File: config.mk
export PLATFORM = sky130hd
export DESIGN_NAME = lsb_stego_embed_extract
export DESIGN_NICKNAME = d
export VERILOG_FILES = /design/src/rtl/lse_pkg.sv /design/src/rtl/lse_core.sv /design/src/rtl/lsb_stego_embed_extract.sv
export SDC_FILE = /design/constraint.sdc
export NUM_CORES = 1
export LEC_CHECK = 0
export ABC_AREA = 1
export BUFFER_PORTS_ARGS = -buffer_cell sky130_fd_sc_hd__buf_4
export CAP_MARGIN = 20
export CELL_PAD_IN_SITES_DETAIL_PLACEMENT = 0
export CELL_PAD_IN_SITES_GLOBAL_PLACEMENT = 1
export CORE_MARGIN = 5
export CORE_UTILIZATION = 40
export CTS_CLUSTER_DIAMETER = 120
export CTS_CLUSTER_SIZE = 14
export DETAILED_ROUTE_END_ITERATION = 8
export PLACE_DENSITY = 0.81
export SKIP_LAST_GASP = 1
export SYNTH_ARGS = -nofsm -noshare
export SYNTH_HDL_FRONTEND = slang
export SYNTH_SLANG_ARGS = --single-unit
File: constraint.sdc
create_clock -name i_clk -period 3.8 [get_ports i_clk]
set_input_delay 0.19 -clock i_clk [delete_from_list [all_inputs] [get_ports i_clk]]
set_output_delay 0.19 -clock i_clk [all_outputs]
set_load 0.01 [all_outputs]
File: src/rtl/lse_pkg.sv
// shared types, constants and register map for the lsb stego embed/extract block
package lse_pkg;

    localparam int LENGTH_FIELD_BITS = 32;
    localparam int SIG_BITS          = 24;
    localparam int HDR_BITS          = 33 + LENGTH_FIELD_BITS;
    localparam int HDR_IDX_W         = $clog2(HDR_BITS);
    localparam int POS_W             = 36;
    localparam int ADDR_W            = 5;
    localparam int DATA_W            = 32;

    localparam logic [SIG_BITS-1:0] SIGNATURE = 24'h435954;

    localparam logic [1:0] STAT_OK       = 2'd0;
    localparam logic [1:0] STAT_SMALL    = 2'd1;
    localparam logic [1:0] STAT_MISMATCH = 2'd2;

    localparam logic [2:0] REG_DIRECTION      = 3'd0;
    localparam logic [2:0] REG_EMBED_SYSTEM   = 3'd1;
    localparam logic [2:0] REG_EMBED_SPACING  = 3'd2;
    localparam logic [2:0] REG_MESSAGE_LENGTH = 3'd3;
    localparam logic [2:0] REG_CARRIER_LENGTH = 3'd4;

    typedef logic [POS_W-1:0] t_pos;

    typedef struct packed {
        logic [7:0] carrier_byte;
        logic [7:0] message_byte;
        logic       frame_start;
    } t_in_item;

    typedef struct packed {
        logic [7:0]  carrier_out;
        logic [7:0]  revealed_byte;
        logic        revealed_valid;
        logic [2:0]  found_system;
        logic [5:0]  found_spacing;
        logic [31:0] found_length;
        logic        header_complete;
        logic        message_complete;
        logic [1:0]  status;
    } t_out_item;

    typedef struct packed {
        logic        direction;
        logic [2:0]  embed_system;
        logic [5:0]  embed_spacing;
        logic [31:0] message_length;
        logic [30:0] carrier_length;
    } t_cfg;

endpackage

File: src/rtl/lse_core.sv
// per-item embed/extract datapath with frame state registers
module lse_core (
    input  logic               i_clk,
    input  logic               i_rst_n,
    input  logic               i_step,
    input  lse_pkg::t_in_item  i_item,
    input  lse_pkg::t_cfg      i_cfg,
    output lse_pkg::t_out_item o_result
);
    import lse_pkg::*;

    t_pos        r_pos, n_pos;
    logic [7:0]  r_held, n_held;
    logic [31:0] r_gs, n_gs;
    logic [2:0]  r_sys, n_sys;
    logic [5:0]  r_spc, n_spc;
    logic [31:0] r_len, n_len;
    logic [1:0]  r_fail, n_fail;

    t_pos                  pos0;
    t_pos                  pos_inc;
    logic [31:0]           gs0;
    logic [2:0]            sys0;
    logic [5:0]            spc0;
    logic [31:0]           len0;
    logic [1:0]            fail0;
    t_pos                  total_e;
    t_pos                  total_x;
    logic                  too_small;
    logic [HDR_BITS-1:0]   hdr_vec;
    logic [HDR_IDX_W-1:0]  hdr_idx;
    logic [2:0]            q3;
    logic [7:0]            byte_sel;
    logic                  emb_bit;
    t_out_item             res;

    always_comb begin
        pos0    = i_item.frame_start ? '0 : r_pos;
        gs0     = i_item.frame_start ? '0 : r_gs;
        sys0    = i_item.frame_start ? '0 : r_sys;
        spc0    = i_item.frame_start ? '0 : r_spc;
        len0    = i_item.frame_start ? '0 : r_len;
        fail0   = i_item.frame_start ? STAT_OK : r_fail;
        pos_inc = pos0 + t_pos'(1);

        total_e   = t_pos'({i_cfg.message_length, 3'b000}) + t_pos'(HDR_BITS);
        total_x   = t_pos'({len0, 3'b000}) + t_pos'(HDR_BITS);
        too_small = t_pos'(i_cfg.carrier_length) <= total_e;

        hdr_vec  = {SIGNATURE, i_cfg.embed_system, i_cfg.embed_spacing,
                    i_cfg.message_length[LENGTH_FIELD_BITS-1:0]};
        hdr_idx  = HDR_IDX_W'(HDR_BITS - 1) - pos0[HDR_IDX_W-1:0];
        q3       = pos0[2:0] - 3'(HDR_BITS);
        byte_sel = (q3 == 3'd0) ? i_item.message_byte : r_held;
        emb_bit  = (pos0 < t_pos'(HDR_BITS)) ? hdr_vec[hdr_idx] : byte_sel[3'd7 - q3];

        n_pos  = pos0;
        n_held = r_held;
        n_gs   = gs0;
        n_sys  = sys0;
        n_spc  = spc0;
        n_len  = len0;
        n_fail = fail0;

        res             = '0;
        res.carrier_out = i_item.carrier_byte;

        if (!i_cfg.direction) begin
            if (too_small) begin
                res.status = STAT_SMALL;
            end else begin
                if (pos0 < total_e) begin
                    if (pos0 >= t_pos'(HDR_BITS) && q3 == 3'd0) begin
                        n_held = i_item.message_byte;
                    end
                    res.carrier_out      = {i_item.carrier_byte[7:1], emb_bit};
                    res.message_complete = (pos_inc == total_e);
                    n_pos                = pos_inc;
                end
                res.header_complete = (n_pos >= t_pos'(HDR_BITS));
            end
        end else begin
            if (fail0 != STAT_MISMATCH &&
                (pos0 < t_pos'(HDR_BITS) || pos0 < total_x)) begin
                n_gs = {gs0[30:0], i_item.carrier_byte[0]};
                if (pos0 == t_pos'(SIG_BITS - 1) && n_gs[SIG_BITS-1:0] != SIGNATURE) begin
                    n_fail = STAT_MISMATCH;
                end else begin
                    if (pos0 == t_pos'(SIG_BITS + 2)) begin
                        n_sys = n_gs[2:0];
                    end else if (pos0 == t_pos'(SIG_BITS + 8)) begin
                        n_spc = n_gs[5:0];
                    end else if (pos0 == t_pos'(HDR_BITS - 1)) begin
                        n_len = 32'(n_gs[LENGTH_FIELD_BITS-1:0]);
                    end
                    if (pos0 >= t_pos'(HDR_BITS)) begin
                        if (q3 == 3'd7) begin
                            res.revealed_byte  = n_gs[7:0];
                            res.revealed_valid = 1'b1;
                        end
                        res.message_complete = (pos_inc == total_x);
                    end
                    n_pos = pos_inc;
                end
            end
            res.found_system    = n_sys;
            res.found_spacing   = n_spc;
            res.found_length    = n_len;
            res.header_complete = (n_fail != STAT_MISMATCH) && (n_pos >= t_pos'(HDR_BITS));
            res.status          = n_fail;
        end
    end

    assign o_result = res;

    always_ff @(posedge i_clk) begin
        if (!i_rst_n) begin
            r_pos  <= '0;
            r_held <= '0;
            r_gs   <= '0;
            r_sys  <= '0;
            r_spc  <= '0;
            r_len  <= '0;
            r_fail <= STAT_OK;
        end else if (i_step) begin
            r_pos  <= n_pos;
            r_held <= n_held;
            r_gs   <= n_gs;
            r_sys  <= n_sys;
            r_spc  <= n_spc;
            r_len  <= n_len;
            r_fail <= n_fail;
        end
    end

endmodule

File: src/rtl/lsb_stego_embed_extract.sv
// top level: handshake stages, configuration registers and the stego datapath
// Takes one carrier byte per clock while the output side is not stalled and returns one
// result item per carrier byte, in order: the item is captured in an input register, the bit
// substitution or capture runs in a single combinational pass against the frame state, and the
// result lands in an output register. Throughput is one item per cycle, set by that single pass;
// a stalled output only holds the pipeline, nothing is lost. Registers are written through the
// APB-style port (direction, system, spacing, message length, carrier length at byte offsets
// 0, 4, 8, 12, 16) by the user only while no item is in flight; the block does not enforce it.
module lsb_stego_embed_extract (
    input  logic                                i_clk,
    input  logic                                i_rst_n,
    input  logic                                i_in_valid,
    output logic                                o_in_ready,
    input  lse_pkg::t_in_item                   i_in,
    output logic                                o_out_valid,
    input  logic                                i_out_ready,
    output lse_pkg::t_out_item                  o_out,
    input  logic                                psel,
    input  logic                                penable,
    input  logic                                pwrite,
    input  logic [lse_pkg::ADDR_W-1:0]          paddr,
    input  logic [lse_pkg::DATA_W-1:0]          pwdata,
    output logic [lse_pkg::DATA_W-1:0]          prdata,
    output logic                                pready
);
    import lse_pkg::*;

    t_cfg      r_cfg, n_cfg;
    logic      r_in_valid, n_in_valid;
    t_in_item  r_in;
    logic      r_out_valid, n_out_valid;
    t_out_item r_out;
    t_out_item core_res;
    logic      advance;
    logic      in_accept;
    logic      cfg_write;
    logic [2:0] reg_idx;

    assign pready    = 1'b1;
    assign reg_idx   = paddr[ADDR_W-1:2];
    assign cfg_write = psel && penable && pwrite;

    always_comb begin
        n_cfg = r_cfg;
        if (cfg_write) begin
            unique case (reg_idx)
                REG_DIRECTION:      n_cfg.direction      = pwdata[0];
                REG_EMBED_SYSTEM:   n_cfg.embed_system   = pwdata[2:0];
                REG_EMBED_SPACING:  n_cfg.embed_spacing  = pwdata[5:0];
                REG_MESSAGE_LENGTH: n_cfg.message_length = pwdata[31:0];
                REG_CARRIER_LENGTH: n_cfg.carrier_length = pwdata[30:0];
                default:            n_cfg = r_cfg;
            endcase
        end
    end

    always_comb begin
        unique case (reg_idx)
            REG_DIRECTION:      prdata = DATA_W'(r_cfg.direction);
            REG_EMBED_SYSTEM:   prdata = DATA_W'(r_cfg.embed_system);
            REG_EMBED_SPACING:  prdata = DATA_W'(r_cfg.embed_spacing);
            REG_MESSAGE_LENGTH: prdata = DATA_W'(r_cfg.message_length);
            REG_CARRIER_LENGTH: prdata = DATA_W'(r_cfg.carrier_length);
            default:            prdata = '0;
        endcase
    end

    // pipeline handshake
    assign advance     = r_in_valid && (!r_out_valid || i_out_ready);
    assign o_in_ready  = !r_in_valid || advance;
    assign in_accept   = i_in_valid && o_in_ready;
    assign n_in_valid  = in_accept || (r_in_valid && !advance);
    assign n_out_valid = advance || (r_out_valid && !i_out_ready);

    lse_core u_core (
        .i_clk    (i_clk),
        .i_rst_n  (i_rst_n),
        .i_step   (advance),
        .i_item   (r_in),
        .i_cfg    (r_cfg),
        .o_result (core_res)
    );

    always_ff @(posedge i_clk) begin
        if (!i_rst_n) begin
            r_cfg       <= '0;
            r_in_valid  <= 1'b0;
            r_out_valid <= 1'b0;
        end else begin
            r_cfg       <= n_cfg;
            r_in_valid  <= n_in_valid;
            r_out_valid <= n_out_valid;
        end
    end

    always_ff @(posedge i_clk) begin
        if (in_accept) begin
            r_in <= i_in;
        end
        if (advance) begin
            r_out <= core_res;
        end
    end

    assign o_out_valid = r_out_valid;
    assign o_out       = r_out;

    // a held input item is never dropped while the output side stalls
    a_in_hold: assert property (@(posedge i_clk) disable iff (!i_rst_n)
        r_in_valid && !advance |=> r_in_valid)
        else $error("input stage lost an item");

    // a mismatch never reports a finished header or a body byte
    a_mismatch_quiet: assert property (@(posedge i_clk) disable iff (!i_rst_n)
        o_out_valid && o_out.status == STAT_MISMATCH |->
            !o_out.header_complete && !o_out.revealed_valid)
        else $error("body output after signature mismatch");

    // body bytes only in extract mode, with the carrier byte passed through unchanged
    a_reveal_extract: assert property (@(posedge i_clk) disable iff (!i_rst_n)
        advance && core_res.revealed_valid |-> r_cfg.direction
            && core_res.carrier_out == r_in.carrier_byte)
        else $error("revealed byte outside extract mode");

endmodule
Word-level counts from Yosys, hierarchy flattened

Index checks and enable logic that the tools add are counted.
Widths: inputs -> output; s select.

Logic and storage cells: 142
Register bits after elaboration: 273
Output and inout port bits: 97
Bits of input ports: 61

Eq/ne operators: 14
$add $sub $neg: 6
$lt $le $gt $ge: 9
Bitwise gates (word level): 5
Reductions and logical operators: 29
Multiplexer cells: 53

Operators with widths:

| kind                  | count |
|---|---|
| $mux 36               | 9 |
| $mux 32               | 10 |
| $pmux 32 s5           | 1 |
| $ge 36x7->1 const B   | 3 |
| $add 35x7->36 const B | 2 |
| $eq 36x36->1          | 2 |
| $eq 36x5->1 const B   | 2 |
| $lt 36x36->1          | 2 |
| $add 36x1->36 const B | 1 |
| $eq 36x6->1 const B   | 1 |
| $eq 36x7->1 const B   | 1 |
| $le 31x36->1          | 1 |
| $lt 36x7->1 const B   | 1 |
| $mux 6                | 6 |
| $ne 24x23->1 const B  | 1 |
| $mux 3                | 5 |
| $mux 1                | 12 |
| $mux 2                | 6 |
| $logic_and 1x1->1     | 10 |
| $reduce_and 2->1      | 5 |
| $lt 7x8->1 const B    | 1 |
| $mux 8                | 1 |
| $bmux 1 s7            | 1 |
| $sub 7x7->7 const A   | 1 |
| 16 further kinds      | 31 |

Logic depth before layout (Yosys ltp)

Depth after elaboration: 10
Gate-level depth with buffers: 35
Gate-level depth less buffers: 32

Hierarchy

A second synthesis with hierarchy kept.

Cell total of the unflattened synthesis: 3427
Area total of the unflattened synthesis: 21261.6 um^2

Modules (own cells, without submodules):

| module                  | sequential area each (um^2) | instances | area each (um^2) | cells each |
|---|---|---|---|---|
| lse_core                | 2362.3                      | 1         | 15352.2          | 2766 |
| lsb_stego_embed_extract | 3873.7                      | 1         | 5909.4           | 661 |

Worst setup path before layout

No wires, ideal clock.

Path kind: reg2reg
From: reg r_cfg[34] (netlist name)
To: reg r_out (netlist bit o_out[3]) (data pin)
Buffers on the path: 2
Setup time: 252 ps
Arrival: 3874 ps
Path slack: -326 ps
Cell stages (with the launch flop): 29
Required time: 3548 ps
Period minus slack after synthesis: 4126 ps
Cell sequence: dfxtp_1 -> ha_1 -> nand3_1 -> inv_1 -> nand4_1 -> nor3_1 -> nand2_1 -> nor2_1 -> nand2_1 -> nor2_1 -> xor2_1 -> ha_1 -> nand2_1 -> nor2_1 -> nand2_1 -> nor4b_1 -> nand3b_1 -> nand3_1 -> buf_2 -> clkbuf_1 -> o21ai_0 -> nor2_1 -> nand2_1 -> nor2_1 -> nand2_1 -> nor2_1 -> nand2_1 -> nand2_1 -> nand2_1

RTL lines:

| what                   | RTL line                       | text |
|---|---|---|
| from (decl)            | lsb_stego_embed_extract.sv:28  | `t_cfg r_cfg, n_cfg;` |
| from (signal assigned) | lsb_stego_embed_extract.sv:90  | `r_cfg <= n_cfg;` |
| to (signal assigned)   | lsb_stego_embed_extract.sv:101 | `r_out <= core_res;` |
| to (decl)              | lsb_stego_embed_extract.sv:32  | `t_out_item r_out;` |

Worst setup path after layout

From: reg r_in[0] (netlist name)
To: reg u_core.r_len[28]

Longest elaborated chain between the ends: 8
Elaborated cells between the ends (all ways): 22
Classes of those cells: add/sub: 1; order compare: 2; eq/ne: 6; mux: 10; reduce/logical: 3

Ends and longest elaborated chain:

| what                                                                  | RTL line                      | text |
|---|---|---|
| from (decl)                                                           | lsb_stego_embed_extract.sv:30 | `t_in_item r_in;` |
| from (signal assigned)                                                | lsb_stego_embed_extract.sv:98 | `r_in <= i_in;` |
| parallel branches: the longest is 7 deep, another holds $add 35x7->36 | --                            |  |
| $mux 32 *                                                             | lse_core.sv:68                | `if (!i_cfg.direction) begin` |
| to (signal assigned)                                                  | lse_core.sv:131               | `r_len <= n_len;` |
| to (decl)                                                             | lse_core.sv:17                | `logic [31:0] r_len, n_len;` |

Mark *: on every way between the ends.
A chain may end at the register's enable or synchronous reset.

==> reports/metrics.cfg <==
[floorplan]
start_util = 0.402
die_w_um = 234
core_area_mm2 = 0.0499
die-area_mm2 = 0.0547
row_count = 82
die_h_um = 234
pin_count = 158

[worst_setup_path]
cpPeakStageDelay_ps = 380
endpoint_kind = flip-flop
path_max_fanout = 7
worst_ep_required_time_ps = 4290
startpoint_type = flip-flop
critical-path-top-delay-family = simple AND/OR/NAND/NOR gates
crit_buf_inv = 9
crit_type = reg2reg
slowest_stage = edfxtp_1
critPathMostFrequentCell = nand2_2
cp.arrival_ps = 5040

[sta]
finalCriticalPeriod_ps = 4550
setup_slack_ps = -753
hold_viol_final = 0
finalSetupViolCount = 169
rsz0062_at_grt = yes
relSlewSlack = 0.181
tightest_slew_ps = 1230
clock_skew_ps = 23.9
timing.final.crit_share = 1.20
fmax_mhz = 220
timing.final.max_slew_violations = 0

[pwr]
max-vdd-ir-drop_v = 0.000306
combPwrFrac = 0.173
p_leak_nw = 13.6
p_clk_frac = 0.362
sw_frac_of_total = 0.285
sequentialPowerShare = 0.465
p_int_w = 0.00480
switchingPower_w = 0.00192
power.density_mw_per_mm2 = 222

[yosys]
yosysUniqueCellTypes = 55
synthCells = 3071
synth_fp_nets = 3232
avgSynthCellArea_um2 = 6.53
yosysWarningCount = 0
synth-seq-cells = 272
ys_seq_area_frac = 0.311
ys.flop_type = dfxtp_1
async_flop_share = 0
synth_edf_count = 79
syn_area_mm2 = 0.0201

[finish]
seqCellArea_mm2 = 0.00625
drive_above_1_share = 0.323
fin_util = 0.606
multi_input_area_mm2 = 0.0134
diodes = 0
area_growth_pct = 50.6
fillers = 4644
nNetsFinal = 4022

[route]
drc = 0
dr.pass1.iters = 6
wl_um = 92500
drt_iter0_drc = 2100
routedWlPerCell_um = 20.3
ant_nets = 0
vias_per_cell = 5.39
num_vias = 24511

[clocking]
numCtsBuffers = 23
htreeDepth = 1
clkTransAtPathRegs_ps = 70
cts_num_sinks = 272
clk_latency_ps = 560
clk_path_buf_depth = 3
cts_root_buffer = clkbuf_16
cts_tree = yes

[flow_run]
drv_cap = 0

[global_route]
grt_pass1_wl_um = 136000
overflow = 0
grt_pass1_vias = 23527
grt_use_total = 0.318
antenna_found_initial = 0
grt_max_degree = 103

[min_path]
hp-class = in2reg

[outcome]
violations = setup timing
status = finished, violations left

[placed_design]
pre_cts_slack_ps = -965
port_buffers = 154
gp_congestion = 1.01
dp_hpwl_um = 68200

[synthesized netlist by cell type, types with 7 or more instances]
library cell  count  area (um2)
a21oi_1         262        1310
a31oi_1          27         169
buf_1            14        52.6
buf_2            18        90.1
clkbuf_1        100         375
dfxtp_1         193        3860
edfxtp_1         79        2370
ha_1            100        1250
inv_1           333        1250
inv_2            19        71.3
nand2_1         707        2650
nand3_1         189         946
nand3b_1         11        82.6
nand4_1          51         319
nor2_1          358        1340
nor2_2           23         144
nor3_1           44         220
nor4_1            7        43.8
o211ai_1         37         278
o211ai_2          8         100
o21ai_0         275        1380
o21ai_1          28         140
or2_2             7        43.8
xnor2_1          15         131
xor2_1           90         788
[area by class of cell]
cell class / instances / area share
Multi-Input combinational cell: 2301 / 0.445
Clock buffer: 36 / 0.0207
Inverter: 358 / 0.0462
Timing Repair Buffer: 905 / 0.252
Sequential cell: 272 / 0.207
Clock inverter: 2 / 0.00199
Tap cell: 672 / 0.0278
[cells in the final DEF, fill, tap and decap left out, types with 38 or more instances in the layout]
master	count
xor2_1	85
nand3_1	150
ha_1	96
nand2_2	57
dfxtp_1	185
buf_6	47
dlygate4sd3_1	55
nor2_1	327
nor2_2	40
nand4_1	51
buf_4	763
a21oi_1	202
a21oi_2	53
nor3_1	38
inv_1	310
nand2_1	636
o21ai_0	243
edfxtp_1	79
[final timing paths]
kind,from,endpoint,slack [ps],cells past startpoint
setup reg to reg,r_in[0],u_core.r_len[28],-750,30
hold reg to reg,r_in[10],o_out[55],420,0
setup / recovery,r_in[0],u_core.r_len[28],-750,30
hold / removal,i_rst_n,u_core.r_sys[0],190,3
[worst min-delay path, cell delays in order]
cell and delay, ps:
buf_4 290, o21ai_0 160, a21oi_1 50
[flip-flops by register name, summed over array words and instances (netlist names)]
signal / cells
o_out: 62
o_out_valid: 1
r_cfg: 73
r_in: 17
r_in_valid: 1
u_core.r_fail: 2
u_core.r_gs: 31
u_core.r_held: 8
u_core.r_len: 32
u_core.r_pos: 36
u_core.r_spc: 6
u_core.r_sys: 3
[power groups by stage]
stage / clock [W] / sequential [W] / combinational (W)
5_1_grt: 0.00257 / 0.00313 / 0.00125
6_report: 0.00243 / 0.00312 / 0.00117
4_1_cts: 0.00247 / 0.00312 / 0.00110
2_1_floorplan: 0 / 0.00319 / 0.000490
3_3_place_gp: 0 / 0.00318 / 0.000971
3_5_place_dp: 0 / 0.00319 / 0.000982
[logic make-up (layout without fill, tap and decap cells)]
family | Yosys count | in the layout | share of synthesized area
buffers and inverters | 501 | 1301 | 0.0980
xor gates and xnor gates | 105 | 105 | 0.0458
and+or+nand+nor | 1427 | 1430 | 0.304
DFF | 272 | 272 | 0.311
other | 1 | 1 | 0.000187
AOI/OAI and AO/OA | 665 | 665 | 0.179
adders and majority gates | 100 | 100 | 0.0624
[repair_timing]
| item | 4_1_cts | 5_1_grt |
|---|---|---|
| hold endpoints to repair | 92 | 0 |
| buffers inserted | 51 | 34 |
| cloned | 9 | 6 |
| resized for setup | 223 | 264 |
| pin swaps | 55 | 114 |
| hold buffers | 55 | 0 |
| setup endpoints to repair | 170 | 170 |
[per-layer routing]
metal  global-route usage  vias up  share of wire
met3               0.0372      214          0.065
li1                     -    11736              -
met5                    0        -              0
met2                0.547     1015           0.47
met4                0.118        0          0.047
met1                0.412    11546           0.41
[metrics by stage]
stage          hold slack, ps  total power, W  area (um2)  TNS [ps]  instances
3_5_place_dp              369         0.00417       26300    -99600       4364
3_3_place_gp              368         0.00416       26300    -89670       4364
6_report                  194         0.00672       30200    -81750       4546
5_1_grt                   231         0.00695       30200   -121710       4546
2_1_floorplan             289         0.00368       20200     -3220       3071
4_1_cts                   175         0.00669       29000    -66170       4515
Note: power is estimated with default switching activity, not from simulation.
